--- src/hw/rtl/urb_pkg.sv ---
// Shared types, constants and helpers for the 16550-style register block.
// No dependencies.
package urb_pkg;

    localparam int FIFO_DEPTH = 16;
    localparam int ADDR_W     = (FIFO_DEPTH > 1) ? $clog2(FIFO_DEPTH) : 1;
    localparam int FILL_W     = $clog2(FIFO_DEPTH + 1);
    localparam int SUM_W      = $clog2(2 * FIFO_DEPTH) + 1;

    typedef enum logic [1:0] {
        FUNC_READ  = 2'd0,
        FUNC_WRITE = 2'd1,
        FUNC_RX    = 2'd2
    } func_t;

    localparam logic [2:0] OFS_DATA = 3'd0;
    localparam logic [2:0] OFS_IER  = 3'd1;
    localparam logic [2:0] OFS_IIR  = 3'd2;
    localparam logic [2:0] OFS_LCR  = 3'd3;
    localparam logic [2:0] OFS_MCR  = 3'd4;
    localparam logic [2:0] OFS_LSR  = 3'd5;
    localparam logic [2:0] OFS_MSR  = 3'd6;
    localparam logic [2:0] OFS_SCR  = 3'd7;

    localparam logic [7:0] IIR_OVERRUN = 8'h06;
    localparam logic [7:0] IIR_RX_DATA = 8'h04;
    localparam logic [7:0] IIR_THRE    = 8'h02;
    localparam logic [7:0] IIR_NONE    = 8'h01;
    localparam logic [7:0] IIR_FIFO_ON = 8'hC0;
    localparam logic [7:0] LSR_FIXED   = 8'h60;

    localparam int LCR_DLAB_BIT = 7;
    localparam int MCR_DTR_BIT  = 0;
    localparam int MCR_RTS_BIT  = 1;
    localparam int MCR_OUT1_BIT = 2;
    localparam int MCR_OUT2_BIT = 3;
    localparam int MCR_LOOP_BIT = 4;
    localparam int IER_RDA_BIT  = 0;
    localparam int IER_THRE_BIT = 1;
    localparam int IER_RLS_BIT  = 2;

    typedef struct packed {
        logic       valid;
        logic       use_mem;
        logic [7:0] rdata;
        logic       tx_valid;
        logic [7:0] tx_byte;
        logic       irq;
    } stage_t;

    function automatic logic [FILL_W-1:0] trigger_level(input logic fifo_en,
                                                        input logic [1:0] sel);
        int lvl;
        case (sel)
            2'd0:    lvl = 1;
            2'd1:    lvl = 4;
            2'd2:    lvl = 8;
            default: lvl = 14;
        endcase
        if (!fifo_en)
            lvl = 1;
        else if (lvl > FIFO_DEPTH)
            lvl = FIFO_DEPTH;
        return FILL_W'(lvl);
    endfunction

    function automatic logic [7:0] pending_id(input logic [3:0]        ier,
                                              input logic              overrun,
                                              input logic [FILL_W-1:0] fill,
                                              input logic              fifo_en,
                                              input logic [1:0]        sel,
                                              input logic              thre);
        logic [7:0] id;
        if (ier[IER_RLS_BIT] && overrun)
            id = IIR_OVERRUN;
        else if (ier[IER_RDA_BIT] && (fill != '0) && (fill >= trigger_level(fifo_en, sel)))
            id = IIR_RX_DATA;
        else if (ier[IER_THRE_BIT] && thre)
            id = IIR_THRE;
        else
            id = IIR_NONE;
        return id;
    endfunction

endpackage

--- src/hw/rtl/urb_req_if.sv ---
// Request channel: bus access or received byte, valid/ready handshake.
// Depends on nothing.
interface urb_req_if;
    logic       valid;
    logic       ready;
    logic [1:0] func;
    logic [2:0] offset;
    logic [7:0] wdata;
    logic [7:0] rx_byte;

    modport source (output valid, func, offset, wdata, rx_byte, input ready);
    modport sink   (input valid, func, offset, wdata, rx_byte, output ready);
endinterface

--- src/hw/rtl/urb_rsp_if.sv ---
// Response channel: read data, transmit byte and interrupt line.
// Depends on nothing.
interface urb_rsp_if;
    logic       valid;
    logic       ready;
    logic [7:0] rdata;
    logic       tx_valid;
    logic [7:0] tx_byte;
    logic       irq;

    modport source (output valid, rdata, tx_valid, tx_byte, irq, input ready);
    modport sink   (input valid, rdata, tx_valid, tx_byte, irq, output ready);
endinterface

--- src/hw/rtl/urb_rx_ram.sv ---
// Receive FIFO storage: one write port, one read port, registered read data.
// No dependencies.
module urb_rx_ram #(
    parameter int DEPTH  = 16,
    parameter int WIDTH  = 8,
    parameter int ADDR_W = 4
) (
    input  logic              clk,
    input  logic              we,
    input  logic [ADDR_W-1:0] waddr,
    input  logic [WIDTH-1:0]  wdata,
    input  logic              re,
    input  logic [ADDR_W-1:0] raddr,
    output logic [WIDTH-1:0]  rdata
);
    logic [WIDTH-1:0] mem [DEPTH];
    logic [WIDTH-1:0] rdata_reg;

    always_ff @(posedge clk)
    begin
        if (we)
        begin
            mem[waddr] <= wdata;
        end
    end

    always_ff @(posedge clk)
    begin
        if (re)
        begin
            rdata_reg <= mem[raddr];
        end
    end

    assign rdata = rdata_reg;
endmodule

--- src/hw/rtl/uart_16550_register_block_core.sv ---
// 16550-style register block: control registers plus receive FIFO in RAM.
// Depends on urb_pkg, urb_req_if, urb_rsp_if and urb_rx_ram.
// An accepted request is registered in the s1 stage, then in the response register that drives rsp.
// Throughput: one request per cycle while the response sink is ready; the RAM read
// issued at accept lands in the second stage, and the response register decouples a stalled sink.
// Reset (rst_n low, async): all registers zero, FIFO empty, no response held.
module uart_16550_register_block_core (
    input  logic clk,
    input  logic rst_n,
    urb_req_if.sink   req,
    urb_rsp_if.source rsp
);
    import urb_pkg::*;

    logic [15:0]       dll_reg, dll_next;
    logic [3:0]        ier_reg, ier_next;
    logic [7:0]        lcr_reg, lcr_next;
    logic [4:0]        mcr_reg, mcr_next;
    logic              fifo_en_reg, fifo_en_next;
    logic [1:0]        trig_sel_reg, trig_sel_next;
    logic [ADDR_W-1:0] head_reg, head_next;
    logic [FILL_W-1:0] fill_reg, fill_next;
    logic              overrun_reg, overrun_next;
    logic              thre_reg, thre_next;

    stage_t s1_reg, s1_next;
    stage_t out_reg, out_next;

    logic              accept;
    logic              s1_adv;
    logic              dlab;
    logic              loopback;
    logic [FILL_W-1:0] capacity;
    logic              push_req;
    logic [7:0]        push_byte;
    logic              mem_we;
    logic              mem_re;
    logic [ADDR_W-1:0] waddr;
    logic [SUM_W-1:0]  wsum;
    logic [7:0]        mem_rdata;
    logic [7:0]        rd_val;
    logic              rd_mem;
    logic              tx_v;
    logic [7:0]        tx_b;
    logic [7:0]        iir_id;

    assign s1_adv    = s1_reg.valid && (!out_reg.valid || rsp.ready);
    assign req.ready = !s1_reg.valid || s1_adv;
    assign accept    = req.valid && req.ready;

    assign dlab     = lcr_reg[LCR_DLAB_BIT];
    assign loopback = mcr_reg[MCR_LOOP_BIT];
    assign capacity = fifo_en_reg ? FILL_W'(FIFO_DEPTH) : FILL_W'(1);
    assign iir_id   = pending_id(ier_reg, overrun_reg, fill_reg, fifo_en_reg,
                                 trig_sel_reg, thre_reg);

    assign wsum  = SUM_W'(head_reg) + SUM_W'(fill_reg);
    assign waddr = (wsum >= SUM_W'(FIFO_DEPTH)) ? ADDR_W'(wsum - SUM_W'(FIFO_DEPTH))
                                                : ADDR_W'(wsum);

    always_comb
    begin
        dll_next      = dll_reg;
        ier_next      = ier_reg;
        lcr_next      = lcr_reg;
        mcr_next      = mcr_reg;
        fifo_en_next  = fifo_en_reg;
        trig_sel_next = trig_sel_reg;
        head_next     = head_reg;
        fill_next     = fill_reg;
        overrun_next  = overrun_reg;
        thre_next     = thre_reg;
        push_req      = 1'b0;
        push_byte     = req.wdata;
        mem_we        = 1'b0;
        mem_re        = 1'b0;
        rd_val        = 8'h00;
        rd_mem        = 1'b0;
        tx_v          = 1'b0;
        tx_b          = 8'h00;

        if (accept)
        begin
            case (req.func)
                FUNC_READ:
                begin
                    case (req.offset)
                        OFS_DATA:
                        begin
                            if (dlab)
                            begin
                                rd_val = dll_reg[7:0];
                            end
                            else if (fill_reg != '0)
                            begin
                                rd_mem    = 1'b1;
                                mem_re    = 1'b1;
                                head_next = (head_reg == ADDR_W'(FIFO_DEPTH - 1)) ? '0
                                                                                 : head_reg + 1'b1;
                                fill_next = fill_reg - 1'b1;
                            end
                        end
                        OFS_IER:
                        begin
                            rd_val = dlab ? dll_reg[15:8] : {4'b0000, ier_reg};
                        end
                        OFS_IIR:
                        begin
                            if (iir_id == IIR_THRE)
                            begin
                                thre_next = 1'b0;
                            end
                            rd_val = iir_id | (fifo_en_reg ? IIR_FIFO_ON : 8'h00);
                        end
                        OFS_LCR: rd_val = lcr_reg;
                        OFS_MCR: rd_val = {3'b000, mcr_reg};
                        OFS_LSR:
                        begin
                            rd_val       = LSR_FIXED | {6'b0, overrun_reg, fill_reg != '0};
                            overrun_next = 1'b0;
                        end
                        OFS_MSR:
                        begin
                            if (loopback)
                            begin
                                rd_val = {mcr_reg[MCR_OUT2_BIT], mcr_reg[MCR_OUT1_BIT],
                                          mcr_reg[MCR_DTR_BIT], mcr_reg[MCR_RTS_BIT], 4'b0000};
                            end
                        end
                        default: rd_val = 8'h00;
                    endcase
                end
                FUNC_WRITE:
                begin
                    case (req.offset)
                        OFS_DATA:
                        begin
                            if (dlab)
                            begin
                                dll_next[7:0] = req.wdata;
                            end
                            else
                            begin
                                thre_next = 1'b1;
                                if (loopback)
                                begin
                                    push_req = 1'b1;
                                end
                                else
                                begin
                                    tx_v = 1'b1;
                                    tx_b = req.wdata;
                                end
                            end
                        end
                        OFS_IER:
                        begin
                            if (dlab)
                            begin
                                dll_next[15:8] = req.wdata;
                            end
                            else
                            begin
                                ier_next = req.wdata[3:0];
                                if (req.wdata[IER_THRE_BIT])
                                begin
                                    thre_next = 1'b1;
                                end
                            end
                        end
                        OFS_IIR:
                        begin
                            if ((req.wdata[0] != fifo_en_reg) || req.wdata[1])
                            begin
                                head_next = '0;
                                fill_next = '0;
                            end
                            fifo_en_next = req.wdata[0];
                            if (req.wdata[0])
                            begin
                                trig_sel_next = req.wdata[7:6];
                            end
                        end
                        OFS_LCR: lcr_next = req.wdata;
                        OFS_MCR: mcr_next = req.wdata[4:0];
                        default: ;
                    endcase
                end
                FUNC_RX:
                begin
                    if (!loopback)
                    begin
                        push_req  = 1'b1;
                        push_byte = req.rx_byte;
                    end
                end
                default: ;
            endcase

            if (push_req)
            begin
                if (fill_reg >= capacity)
                begin
                    overrun_next = 1'b1;
                end
                else
                begin
                    mem_we    = 1'b1;
                    fill_next = fill_reg + 1'b1;
                end
            end
        end
    end

    always_comb
    begin
        s1_next = s1_reg;
        if (accept)
        begin
            s1_next.valid    = 1'b1;
            s1_next.use_mem  = rd_mem;
            s1_next.rdata    = rd_val;
            s1_next.tx_valid = tx_v;
            s1_next.tx_byte  = tx_b;
            s1_next.irq      = (pending_id(ier_next, overrun_next, fill_next, fifo_en_next,
                                           trig_sel_next, thre_next) != IIR_NONE)
                               && mcr_next[MCR_OUT2_BIT];
        end
        else if (s1_adv)
        begin
            s1_next.valid = 1'b0;
        end
    end

    always_comb
    begin
        out_next = out_reg;
        if (s1_adv)
        begin
            out_next         = s1_reg;
            out_next.use_mem = 1'b0;
            out_next.rdata   = s1_reg.use_mem ? mem_rdata : s1_reg.rdata;
        end
        else if (rsp.ready)
        begin
            out_next.valid = 1'b0;
        end
    end

    urb_rx_ram #(
        .DEPTH  (FIFO_DEPTH),
        .WIDTH  (8),
        .ADDR_W (ADDR_W)
    ) u_rx_ram (
        .clk   (clk),
        .we    (mem_we),
        .waddr (waddr),
        .wdata (push_byte),
        .re    (mem_re),
        .raddr (head_reg),
        .rdata (mem_rdata)
    );

    always_ff @(posedge clk or negedge rst_n)
    begin
        if (!rst_n)
        begin
            dll_reg      <= '0;
            ier_reg      <= '0;
            lcr_reg      <= '0;
            mcr_reg      <= '0;
            fifo_en_reg  <= 1'b0;
            trig_sel_reg <= '0;
            head_reg     <= '0;
            fill_reg     <= '0;
            overrun_reg  <= 1'b0;
            thre_reg     <= 1'b0;
            s1_reg       <= '0;
            out_reg      <= '0;
        end
        else
        begin
            dll_reg      <= dll_next;
            ier_reg      <= ier_next;
            lcr_reg      <= lcr_next;
            mcr_reg      <= mcr_next;
            fifo_en_reg  <= fifo_en_next;
            trig_sel_reg <= trig_sel_next;
            head_reg     <= head_next;
            fill_reg     <= fill_next;
            overrun_reg  <= overrun_next;
            thre_reg     <= thre_next;
            s1_reg       <= s1_next;
            out_reg      <= out_next;
        end
    end

    assign rsp.valid    = out_reg.valid;
    assign rsp.rdata    = out_reg.rdata;
    assign rsp.tx_valid = out_reg.tx_valid;
    assign rsp.tx_byte  = out_reg.tx_byte;
    assign rsp.irq      = out_reg.irq;
endmodule

--- src/flat_wrapper.sv ---
// flat-port wrapper written by rule: the top's interface ports become plain ports
module uart_16550_register_block_core_flat import urb_pkg::*;
  (clk, rst_n, req_valid, req_func, req_offset, req_wdata, req_rx_byte, req_ready, rsp_valid, rsp_rdata, rsp_tx_valid, rsp_tx_byte, rsp_irq, rsp_ready);
  urb_req_if req_i ();
  urb_rsp_if rsp_i ();
  input  logic clk;
  input  logic rst_n;
  input wire logic [$bits(req_i.valid)-1:0] req_valid;
  input wire logic [$bits(req_i.func)-1:0] req_func;
  input wire logic [$bits(req_i.offset)-1:0] req_offset;
  input wire logic [$bits(req_i.wdata)-1:0] req_wdata;
  input wire logic [$bits(req_i.rx_byte)-1:0] req_rx_byte;
  output wire logic [$bits(req_i.ready)-1:0] req_ready;
  output wire logic [$bits(rsp_i.valid)-1:0] rsp_valid;
  output wire logic [$bits(rsp_i.rdata)-1:0] rsp_rdata;
  output wire logic [$bits(rsp_i.tx_valid)-1:0] rsp_tx_valid;
  output wire logic [$bits(rsp_i.tx_byte)-1:0] rsp_tx_byte;
  output wire logic [$bits(rsp_i.irq)-1:0] rsp_irq;
  input wire logic [$bits(rsp_i.ready)-1:0] rsp_ready;
  assign req_i.valid = req_valid;
  assign req_i.func = req_func;
  assign req_i.offset = req_offset;
  assign req_i.wdata = req_wdata;
  assign req_i.rx_byte = req_rx_byte;
  assign req_ready = req_i.ready;
  assign rsp_valid = rsp_i.valid;
  assign rsp_rdata = rsp_i.rdata;
  assign rsp_tx_valid = rsp_i.tx_valid;
  assign rsp_tx_byte = rsp_i.tx_byte;
  assign rsp_irq = rsp_i.irq;
  assign rsp_i.ready = rsp_ready;
  uart_16550_register_block_core u_core (.clk(clk), .rst_n(rst_n), .req(req_i), .rsp(rsp_i));
endmodule
--- config.mk ---
export PLATFORM = sky130hd
export DESIGN_NAME = uart_16550_register_block_core_flat
export DESIGN_NICKNAME = d
export VERILOG_FILES = /design/src/hw/rtl/urb_pkg.sv /design/src/hw/rtl/urb_req_if.sv /design/src/hw/rtl/urb_rsp_if.sv /design/src/hw/rtl/urb_rx_ram.sv /design/src/hw/rtl/uart_16550_register_block_core.sv /design/src/flat_wrapper.sv
export SDC_FILE = /design/constraint.sdc
export NUM_CORES = 1
export LEC_CHECK = 0
export BUFFER_PORTS_ARGS = -buffer_cell sky130_fd_sc_hd__buf_4
export CAP_MARGIN = 0
export CORE_ASPECT_RATIO = 0.5
export CORE_MARGIN = 8
export CORE_UTILIZATION = 45
export CTS_CLUSTER_DIAMETER = 150
export DETAILED_ROUTE_END_ITERATION = 16
export PLACE_DENSITY = 0.68
export RECOVER_POWER = 100
export SKIP_LAST_GASP = 1
export SLEW_MARGIN = 20
export SYNTH_ARGS = -nofsm -noshare
export SYNTH_HDL_FRONTEND = slang
export SYNTH_SLANG_ARGS = --single-unit
--- constraint.sdc ---
create_clock -name clk -period 7.9 [get_ports clk]
set_clock_uncertainty 0.1 [all_clocks]
set_input_delay 0.395 -clock clk [delete_from_list [all_inputs] [get_ports clk]]
set_output_delay 0.395 -clock clk [all_outputs]
set_load 0.02 [all_outputs]
======== After elaboration in Yosys (flattened, before gate mapping) ========
Memory sizes are Yosys's and may differ from the RTL's. A register that Yosys moved wholly into a read port is not among the register bits.
Cells that the tools add are included.
storage, ports and cells
  flip-flop bits (word level) ............. 86
  latch bits .............................. 0
  memory bits (writable) .................. 128
  bits in read-only memories .............. 0
  output and inout bits ................... 20
  logic and storage cells ................. 191
  memories ................................ 1
memory list
  memory               words  bits a word  rd ports  clocked after Yosys merged registers in  wr ports  line              text
  u_core.u_rx_ram.mem  16     8            1         1                                        1         urb_rx_ram.sv:16  logic [WIDTH-1:0] mem [DEPTH];
cells by class
  $add $sub $neg .......................... 5
  multipliers ............................. 0
  div/mod/pow operators ................... 0
  order comparisons ....................... 6
  equal/unequal tests ..................... 21
  shift-type cells ........................ 0
  muxes and demuxes ....................... 101
  bitwise logic cells ..................... 2
  reduce and logical (&&, ||, !) cells .... 31
operator list
  operator               number
  $mux W8                17
  $mux W32               3
  $mux W5                16
  $gt A32 B6 Y1 const B  2
  $pmux W8 S7            1
  $mux W4                10
  $mux W1                36
  $pmux W4 S3            2
  $ge A5 B5 Y1           3
  $mux W3                5
  $mux W2                6
  $reduce_and A4 Y1      3
  $logic_and A1 B1 Y1    11
  $pmux W5 S2            1
  $reduce_bool A5 Y1     2
  $eq A3 B3 Y1 const B   3
  $eq A8 B2 Y1 const B   1
  $ne A2 B1 Y1 const B   4
  $ne A8 B1 Y1 const B   1
  $or A8 B8 Y8           1
  $pmux W4 S2            1
  $reduce_and A7 Y1      1
  $add A4 B5 Y6          1
  $eq A2 B1 Y1 const B   3
  other kinds (19)       32

======== Depth between registers and ports, before layout ========
Gate-level depths: netlist of run 1.
  word-level depth ........................ 23
  depth in mapped cells ................... 17

======== Hierarchy ========
Synthesis of run 1 repeated with hierarchy kept, for this count alone.
unflattened totals
  cells, all modules ...................... 676
  area total of the unflattened synthesis .. 10015.9 um^2
modules (own cells, without submodules)
  module                          times used  cells an instance  area an instance (um^2)  seq. area each (um^2)
  urb_rx_ram                      1           229                5227.5                   4083.9
  uart_16550_register_block_core  1           447                4788.3                   2152.1

======== Worst setup path before layout of run 1 ========
OpenSTA, ideal clock, no wires.
  kind .................................... register -> register
  from .................................... register u_core.out_reg, in the netlist u_core.rsp.valid
  to ...................................... register u_core.s1_reg[0] in the netlist's numbering
  setup time .............................. 0.126 ns
  arrival time ............................ 3.181 ns
  required time ........................... 7.674 ns
  setup slack ............................. 4.493 ns
  stages on the path, launching flop included .. 15
  buffers on the path ..................... 1
  path through ............................ dfrtp_1 nand3b_1 and2_1 clkbuf_1 nand2_1 nor3_1 o31a_1 inv_1 ha_1 nand2b_1 a21o_1 a21oi_1 nor2b_1 o211ai_1 o2bb2ai_1
on the way
  elaborated cells on any way between the ends .. 35
RTL lines
  item                                                                  line                                   text
  start: declaration                                                    uart_16550_register_block_core.sv:27   stage_t out_reg, out_next;
  start signal: assignment                                              uart_16550_register_block_core.sv:294  out_reg <= out_next;
  $logic_not A1 Y1 (*)                                                  uart_16550_register_block_core.sv:47   assign s1_adv = s1_reg.valid && (!out_reg.valid || rsp.ready);
  $logic_or A1 B1 Y1 (*)                                                uart_16550_register_block_core.sv:47
  $logic_and A1 B1 Y1 (*)                                               uart_16550_register_block_core.sv:47
  $logic_or A1 B1 Y1 (*)                                                uart_16550_register_block_core.sv:48   assign req.ready = !s1_reg.valid || s1_adv;
  named net req_ready                                                   flat_wrapper.sv:13                     output wire logic [$bits(req_i.ready)-1:0] req_ready;
  $logic_and A1 B1 Y1 (*)                                               uart_16550_register_block_core.sv:49   assign accept = req.valid && req.ready;
  $mux W5 (*)                                                           uart_16550_register_block_core.sv:82   if (accept)
  named net u_core.fill_next[0]                                         uart_16550_register_block_core.sv:22   logic [FILL_W-1:0] fill_reg, fill_next;
  parallel branches: the longest is 2 deep, another holds $ge A5 B5 Y1  n/a
  $logic_and A1 B1 Y1 (*)                                               urb_pkg.sv:76                          else if (ier[IER_RDA_BIT] && (fill != '0) && (fill >= trigger_level(fifo_en, sel)))
  $mux W3 (*)                                                           urb_pkg.sv:76
  $mux W8 (*)                                                           urb_pkg.sv:74                          if (ier[IER_RLS_BIT] && overrun)
  $mux W8 (*)                                                           uart_16550_register_block_core.sv:218  if (accept)
  $ne A8 B1 Y1 (*)                                                      uart_16550_register_block_core.sv:226  trig_sel_next, thre_next) != IIR_NONE)
  $logic_and A1 B1 Y1 (*)                                               uart_16550_register_block_core.sv:227  && mcr_next[MCR_OUT2_BIT];
  end signal: assignment                                                uart_16550_register_block_core.sv:293  s1_reg <= s1_next;
  end: declaration                                                      uart_16550_register_block_core.sv:26   stage_t s1_reg, s1_next;
Mark *: on every way through the listed nets, which the timed path passes. The select of a mux whose other input is x is not followed.
A chain may end at the register's enable or synchronous reset.

======== Final worst setup path of run 1 ========
  from .................................... register u_core.fill_reg[0]
  to ...................................... register u_core.s1_reg[0] in the netlist's numbering
on the way
  elaborated cells on any way between the ends .. 38
RTL lines
  item                                                                  line                                                                         text
  start: declaration                                                    uart_16550_register_block_core.sv:22
  start signal: assignment                                              uart_16550_register_block_core.sv:290                                        fill_reg <= fill_next;
  $sub A5 B1 Y5 / $reduce_bool A5 Y1 (equally long branches)            uart_16550_register_block_core.sv:100, uart_16550_register_block_core.sv:94
  $mux W5                                                               uart_16550_register_block_core.sv:94                                         else if (fill_reg != '0)
  $mux W5                                                               uart_16550_register_block_core.sv:90                                         if (dlab)
  $mux W5                                                               uart_16550_register_block_core.sv:87                                         case (req.offset)
  $pmux W5 S2                                                           uart_16550_register_block_core.sv:84                                         case (req.func)
  $mux W5                                                               uart_16550_register_block_core.sv:202                                        if (fill_reg >= capacity)
  $mux W5                                                               uart_16550_register_block_core.sv:200                                        if (push_req)
  $mux W5 (*)                                                           uart_16550_register_block_core.sv:82
  named net u_core.fill_next[0]                                         uart_16550_register_block_core.sv:22
  parallel branches: the longest is 2 deep, another holds $ge A5 B5 Y1  n/a
  $logic_and A1 B1 Y1 (*)                                               urb_pkg.sv:76
  $mux W3 (*)                                                           urb_pkg.sv:76
  $mux W8 (*)                                                           urb_pkg.sv:74
  $mux W8 (*)                                                           uart_16550_register_block_core.sv:218
  $ne A8 B1 Y1 (*)                                                      uart_16550_register_block_core.sv:226
  $logic_and A1 B1 Y1 (*)                                               uart_16550_register_block_core.sv:227
Marked as above.

==> flow_summary.json, run 1 <==
{
  "path_buf_inv": 2,
  "die-area_sq_um": 27400,
  "first_iter_violations": 702,
  "drive_gt1_frac": 0.169,
  "slew_violations": 0,
  "row_count": 38,
  "wl_um": 23600,
  "grt-ovfl-total": 0,
  "rsz0062_at_grt": "no",
  "netlist_instances": 707,
  "comb_power_share": 0.263,
  "swShare": 0.321,
  "cpPeakStageDelay_ns": 0.70,
  "synthDistinctLibCells": 65,
  "synthesis.area_sq_um": 9960,
  "firstDrtPassIters": 5,
  "drv_cap": 0,
  "die_w_um": 226,
  "cpLargestDelayFamily": "simple AND/OR/NAND/NOR gates",
  "dp_slack_ns": 4.14,
  "largest_reg_flops": 128,
  "final_nets": 788,
  "syn_nets": 753,
  "required_ns": 8.19,
  "switchingPower_mw": 1.06,
  "p_seq_frac": 0.431,
  "setup_ws_ns": 4.04,
  "yosysSeqAreaShare": 0.626,
  "grt_max_degree": 87,
  "hold_viol": 0,
  "totalPowerFinal_mw": 3.29,
  "postSynthAreaPerCell_sq_um": 14.1,
  "cts.htree.levels": 1,
  "port-buffer-count": 44,
  "critical_path_class": "reg2reg",
  "peakVddDrop_mv": 0.177,
  "post_drt_wl_per_cell_um": 22.4,
  "ys_ff_latch": 222,
  "ios": 45,
  "avgViaCountPerCell": 5.78,
  "cts_tree": "built",
  "place_hpwl_um": 15600,
  "min_period_over_period": 0.488,
  "powerDensity_nw_per_um2": 295,
  "clock_path_buffers": 3,
  "cp_slowest_cell": "nor3_1",
  "antennaDiodeCount": 0,
  "areaGrowthSynthToFinish_pct": 12.0,
  "path_cells": "inv_1, ha_1, nor4b_1, a21oi_1, nor3_1, o21ai_0, o31a_1, inv_1, ha_1, nand2b_1, a21o_1, a21oi_1, nor2b_1, o211ai_1, o2bb2ai_1",
  "cts_made_buffers": 22,
  "synth-main-ff-cell": "edfxtp_1",
  "crit_fanout": 7,
  "startpoint_type": "register",
  "core_area_sq_um": 21700,
  "worstMarginPinSlew_ns": 1.23,
  "cts_sinks": 222,
  "fill_cells": 1880,
  "setup_viol": 0,
  "cp-end-kind": "register",
  "place_congestion": 0.859,
  "grt_pass1_wl_um": 36900,
  "drc": 0,
  "via_count": 6113,
  "synth_top_cell_by_area": "edfxtp_1",
  "leakage_nw": 4.24,
  "status": "finished, final reports clean",
  "clk_pin_slew_ns": 0.07,
  "crit_arrival_ns": 4.14,
  "grt.total_usage": 0.173,
  "final.setup.tns_ns": 0,
  "holdCritPathClass": "in2reg",
  "async_flop_share": 0.387,
  "die_height_um": 121,
  "cts_setup_buffers": 0,
  "slew-limit-headroom": 0.173,
  "initial_core_util": 0.459,
  "ant_nets": 0,
  "synth_top_area_frac": 0.410,
  "period_minus_slack_ns": 3.86,
  "clk_latency_ns": 0.51,
  "p_clk_frac": 0.306,
  "synth_area_leaders": "edfxtp_1 41%, dfrtp_1 22%, mux2_2 6.1%",
  "yosysWarnings": 0,
  "antenna_found_initial": 0,
  "synth_edf_count": 136,
  "root_buffer": "clkbuf_16",
  "fmax_mhz": 259,
  "p_int_mw": 2.23,
  "grt_pass1_vias": 6112
}
-- through the flow --
step,hold slack (ns),instance area (sq um),instances,utilization
floorplan,-0.000591,9960,707,-
global placement,0.364,10500,1017,0.486
detailed placement,0.371,10500,1017,0.486
CTS,0.000984,11200,1056,0.518
global route,0.00580,11200,1057,0.514
finish,0.0149,11200,1057,0.514
-- placed cells by master, fill, tap and decap left out, types with 16 or more instances in the layout --
cell type	Yosys	layout
mux2_2	54	43
clkbuf_16	0	22
mux2i_1	47	47
a21oi_1	19	19
clkbuf_1	26	27
ha_1	20	20
buf_4	1	25
nor2_1	30	30
dfrtp_1	86	85
edfxtp_1	136	136
o21ai_0	33	35
a22o_1	16	16
a221oi_1	17	17
inv_1	16	16
nand2_1	51	51
mux4_2	16	16
-- final timing paths --
kind	slack, ns	cells after the start	start	endpoint
setup / recovery	4.04	15	u_core.fill_reg[0]	u_core.s1_reg[0]
hold / removal	0.01	2	req_valid	u_core.s1_reg[19]
setup reg to reg	4.04	15	u_core.fill_reg[0]	u_core.s1_reg[0]
hold reg to reg	0.38	2	u_core.dll_reg[9]	u_core.dll_reg[9]
max in group asynchronous	6.67	2	rst_n	u_core.head_reg[0]
min in group asynchronous	0.44	2	rst_n	u_core.dll_reg[12]
-- cell families after synthesis --
group | after synthesis | share of synthesized area
AO/OA/AOI/OAI | 139 | 0.0995
XOR/XNOR | 6 | 0.00528
flip-flops | 222 | 0.626
adder cells (fa/ha/maj) | 21 | 0.0271
multiplexers | 117 | 0.145
buffers and inverters | 56 | 0.0230
AND/OR/NAND/NOR | 146 | 0.0741
-- cell usage after synthesis, types with 6 or more instances --
library cell,n
edfxtp_1,136
dfrtp_1,86
mux2_2,54
nand2_1,51
mux2i_1,47
o21ai_0,33
nor2_1,30
clkbuf_1,26
ha_1,20
a21oi_1,19
a221oi_1,17
a22o_1,16
inv_1,16
mux4_2,16
nand3_1,11
a21o_1,9
a22oi_1,9
nand2b_1,8
nor3_1,8
a31oi_1,7
and2_1,7
buf_2,6
-- layer usage --
metal / GRT usage / up-vias / part of all wire
met5: 0 / - / 0
met4: 0.0478 / 0 / 0.026
met3: 0.0321 / 33 / 0.063
met2: 0.272 / 205 / 0.46
met1: 0.244 / 3096 / 0.45
li1: - / 2779 / -
-- power by group through the flow --
| stage | Combinational [mW] | Clock, mW | Sequential [mW] |
|---|---|---|---|
| 6_report | 0.865 | 1.00 | 1.42 |
| 5_1_grt | 0.946 | 1.07 | 1.43 |
| 4_1_cts | 0.866 | 1.02 | 1.42 |
| 3_5_place_dp | 0.858 | 0 | 1.44 |
| 3_3_place_gp | 0.841 | 0 | 1.44 |
| 2_1_floorplan | 0.661 | 0 | 1.38 |
-- timing repair --
action,CTS,global route
setup endpoints to repair,0,0
resized for setup,0,0
hold buffers,0,1
hold endpoints to repair,0,86
-- final cells by class --
type,instances,area (sq um),area share
sequential,222,6240,0.559
timing repair buffer,50,299,0.0268
clock buffer,31,624,0.0560
inverter,17,63.8,0.00572
multi-input combinational,429,3490,0.313
clock inverter,8,67.6,0.00606
tap,300,375,0.0337
Power figures use the tool's default switching activity.
==> run 2: changes to the inputs <==
--- a/config.mk
+++ b/config.mk
@@ -12,7 +12,7 @@
 export CORE_UTILIZATION = 45
 export CTS_CLUSTER_DIAMETER = 150
 export DETAILED_ROUTE_END_ITERATION = 16
-export PLACE_DENSITY = 0.68
+export PLACE_DENSITY = 0.71
 export RECOVER_POWER = 100
 export SKIP_LAST_GASP = 1
 export SLEW_MARGIN = 20
==> constraint.sdc (replaced) <==
create_clock -name clk -period 3.35 [get_ports clk]
set_clock_uncertainty 0.1 [all_clocks]
set_input_delay 0.1675 -clock clk [delete_from_list [all_inputs] [get_ports clk]]
set_output_delay 0.1675 -clock clk [all_outputs]
set_load 0.02 [all_outputs]
==> flow_summary.json, run 2 (synthesis gave the netlist of run 1 again) <==
{
  "grt_pass1_vias": 6375,
  "slew-limit-headroom": -0.422,
  "totalPowerFinal_mw": 7.68,
  "row_count": 38,
  "areaGrowthSynthToFinish_pct": 14.2,
  "holdCritPathClass": "in2reg",
  "post_drt_wl_per_cell_um": 21.4,
  "ant_nets": 0,
  "fmax_mhz": 316,
  "p_int_mw": 5.26,
  "min_period_over_period": 0.944,
  "required_ns": 3.39,
  "dp_slack_ns": 0.155,
  "p_seq_frac": 0.424,
  "cts.htree.levels": 1,
  "place_hpwl_um": 15700,
  "place_congestion": 0.904,
  "grt_max_degree": 87,
  "clk_pin_slew_ns": 0.07,
  "cpLargestDelayFamily": "simple AND/OR/NAND/NOR gates",
  "ios": 45,
  "hold_viol": 0,
  "leakage_nw": 4.34,
  "path_buf_inv": 2,
  "drive_gt1_frac": 0.176,
  "setup_viol": 0,
  "die_w_um": 226,
  "powerDensity_nw_per_um2": 675,
  "final.setup.tns_ns": 0,
  "setup_ws_ns": 0.186,
  "antenna_found_initial": 0,
  "switchingPower_mw": 2.42,
  "final_nets": 829,
  "clk_latency_ns": 0.50,
  "cts_made_buffers": 21,
  "cp_slowest_cell": "or3_1",
  "final_common_cell": "edfxtp_1",
  "cts_sinks": 222,
  "drc": 0,
  "status": "finished with violations",
  "grt.total_usage": 0.173,
  "worst_path_most_repeated_cell": "or3_1",
  "root_buffer": "clkbuf_16",
  "fill_cells": 1829,
  "clock_path_buffers": 3,
  "peakVddDrop_mv": 0.353,
  "largest_reg_flops": 128,
  "core_area_sq_um": 21700,
  "mostFrequentLayoutCells": "136 x edfxtp_1, 85 x dfrtp_1, 51 x nand2_1",
  "cts_tree": "built",
  "grt-ovfl-total": 0,
  "worstMarginPinSlew_ns": 2.13,
  "crit_fanout": 8,
  "port-buffer-count": 44,
  "swShare": 0.315,
  "initial_core_util": 0.459,
  "rsz0062_at_grt": "no",
  "firstDrtPassIters": 5,
  "die_height_um": 121,
  "wl_um": 23500,
  "avgViaCountPerCell": 5.80,
  "drv_cap": 2,
  "violations": "capacitance limit, slew limit",
  "p_clk_frac": 0.291,
  "critical_path_class": "reg2reg",
  "startpoint_type": "register",
  "first_iter_violations": 696,
  "grt_pass1_wl_um": 37300,
  "path_cells": "inv_1, ha_1, nor4b_2, a21oi_2, or3_1, or3_1, nor2_1, clkbuf_1",
  "antennaDiodeCount": 0,
  "cp-end-kind": "register",
  "die-area_sq_um": 27400,
  "cpPeakStageDelay_ns": 0.46,
  "cts_setup_buffers": 0,
  "slew_violations": 140,
  "comb_power_share": 0.286,
  "period_minus_slack_ns": 3.16,
  "crit_arrival_ns": 3.20,
  "via_count": 6358
}
-- run 2: cell count changes in the layout (fill, tap and decap cells not counted), sizes merged --
cell	before	now
bufinv	0	1
dlygate4sd3	1	11
clkinv	7	9
buf	26	37
clkbuf	54	69
inv	16	17
-- run 2: power groups by stage --
| stage | Sequential (mW) | Clock (mW) | Combinational, mW |
|---|---|---|---|
| after floorplan | 3.25 | 0 | 1.56 |
| final | 3.26 | 2.23 | 2.19 |
| after detailed placement | 3.30 | 0 | 2.16 |
| after global placement | 3.30 | 0 | 2.11 |
| after CTS | 3.25 | 2.26 | 2.19 |
| after global routing | 3.27 | 2.38 | 2.40 |
-- run 2: final timing paths --
| check | start | to | slack, ns | cells after the start |
|---|---|---|---|---|
| worst max-delay path | u_core.fill_reg[0] | u_core.u_rx_ram.mem[8][7] | 0.19 | 8 |
| worst min-delay path | req_offset[0] | u_core.overrun_reg | 0.09 | 3 |
| worst max register to register | u_core.fill_reg[0] | u_core.u_rx_ram.mem[8][7] | 0.19 | 8 |
| worst min register to register | u_core.rsp.rdata[6] | u_core.rsp.rdata[6] | 0.38 | 2 |
| max in group asynchronous | rst_n | u_core.head_reg[0] | 0.99 | 2 |
| min in group asynchronous | rst_n | u_core.rsp.tx_valid | 0.74 | 2 |
-- run 2: final cells by class --
| class | count | area, sq um | share of cell area |
|---|---|---|---|
| clock buffer | 25 | 541 | 0.0475 |
| clock inverter | 12 | 91.3 | 0.00803 |
| inverter | 17 | 63.8 | 0.00561 |
| multi-input combinational | 429 | 3510 | 0.309 |
| sequential | 222 | 6240 | 0.548 |
| tap | 300 | 375 | 0.0330 |
| timing repair buffer | 92 | 556 | 0.0488 |
-- run 2: metrics by stage --
step	area (sq um)	utilization	hold WS, ns	std cells
4_1_cts	11500	0.531	0.0722	1097
3_5_place_dp	10800	0.497	0.311	1049
3_3_place_gp	10800	0.497	0.307	1049
2_1_floorplan	9960	-	-0.228	707
5_1_grt	11400	0.525	0.132	1097
6_report	11400	0.525	0.0854	1097
-- run 2: worst register-to-register path: stages (launching register included) --
cell      delay, ns
dfrtp_1        0.38
inv_1          0.14
ha_1           0.27
nor4b_2        0.32
a21oi_2        0.15
or3_1          0.41
or3_1          0.46
nor2_1         0.15
clkbuf_1       0.42
-- run 2: what timing repair did --
| item | CTS | global route |
|---|---|---|
| hold buffers | 11 | 0 |
| endpoints found under the setup margin | 0 | 1 |
| gates resized for setup | 0 | 5 |
| endpoints found under the hold margin | 130 | 0 |
-- run 2: per-layer routing --
| metal | vias up | track usage | share of wire |
|---|---|---|---|
| li1 | 2868 | - | - |
| met1 | 3233 | 0.239 | 0.44 |
| met2 | 214 | 0.282 | 0.48 |
| met3 | 43 | 0.0277 | 0.055 |
| met4 | 0 | 0.0518 | 0.023 |
| met5 | - | 0 | 0 |
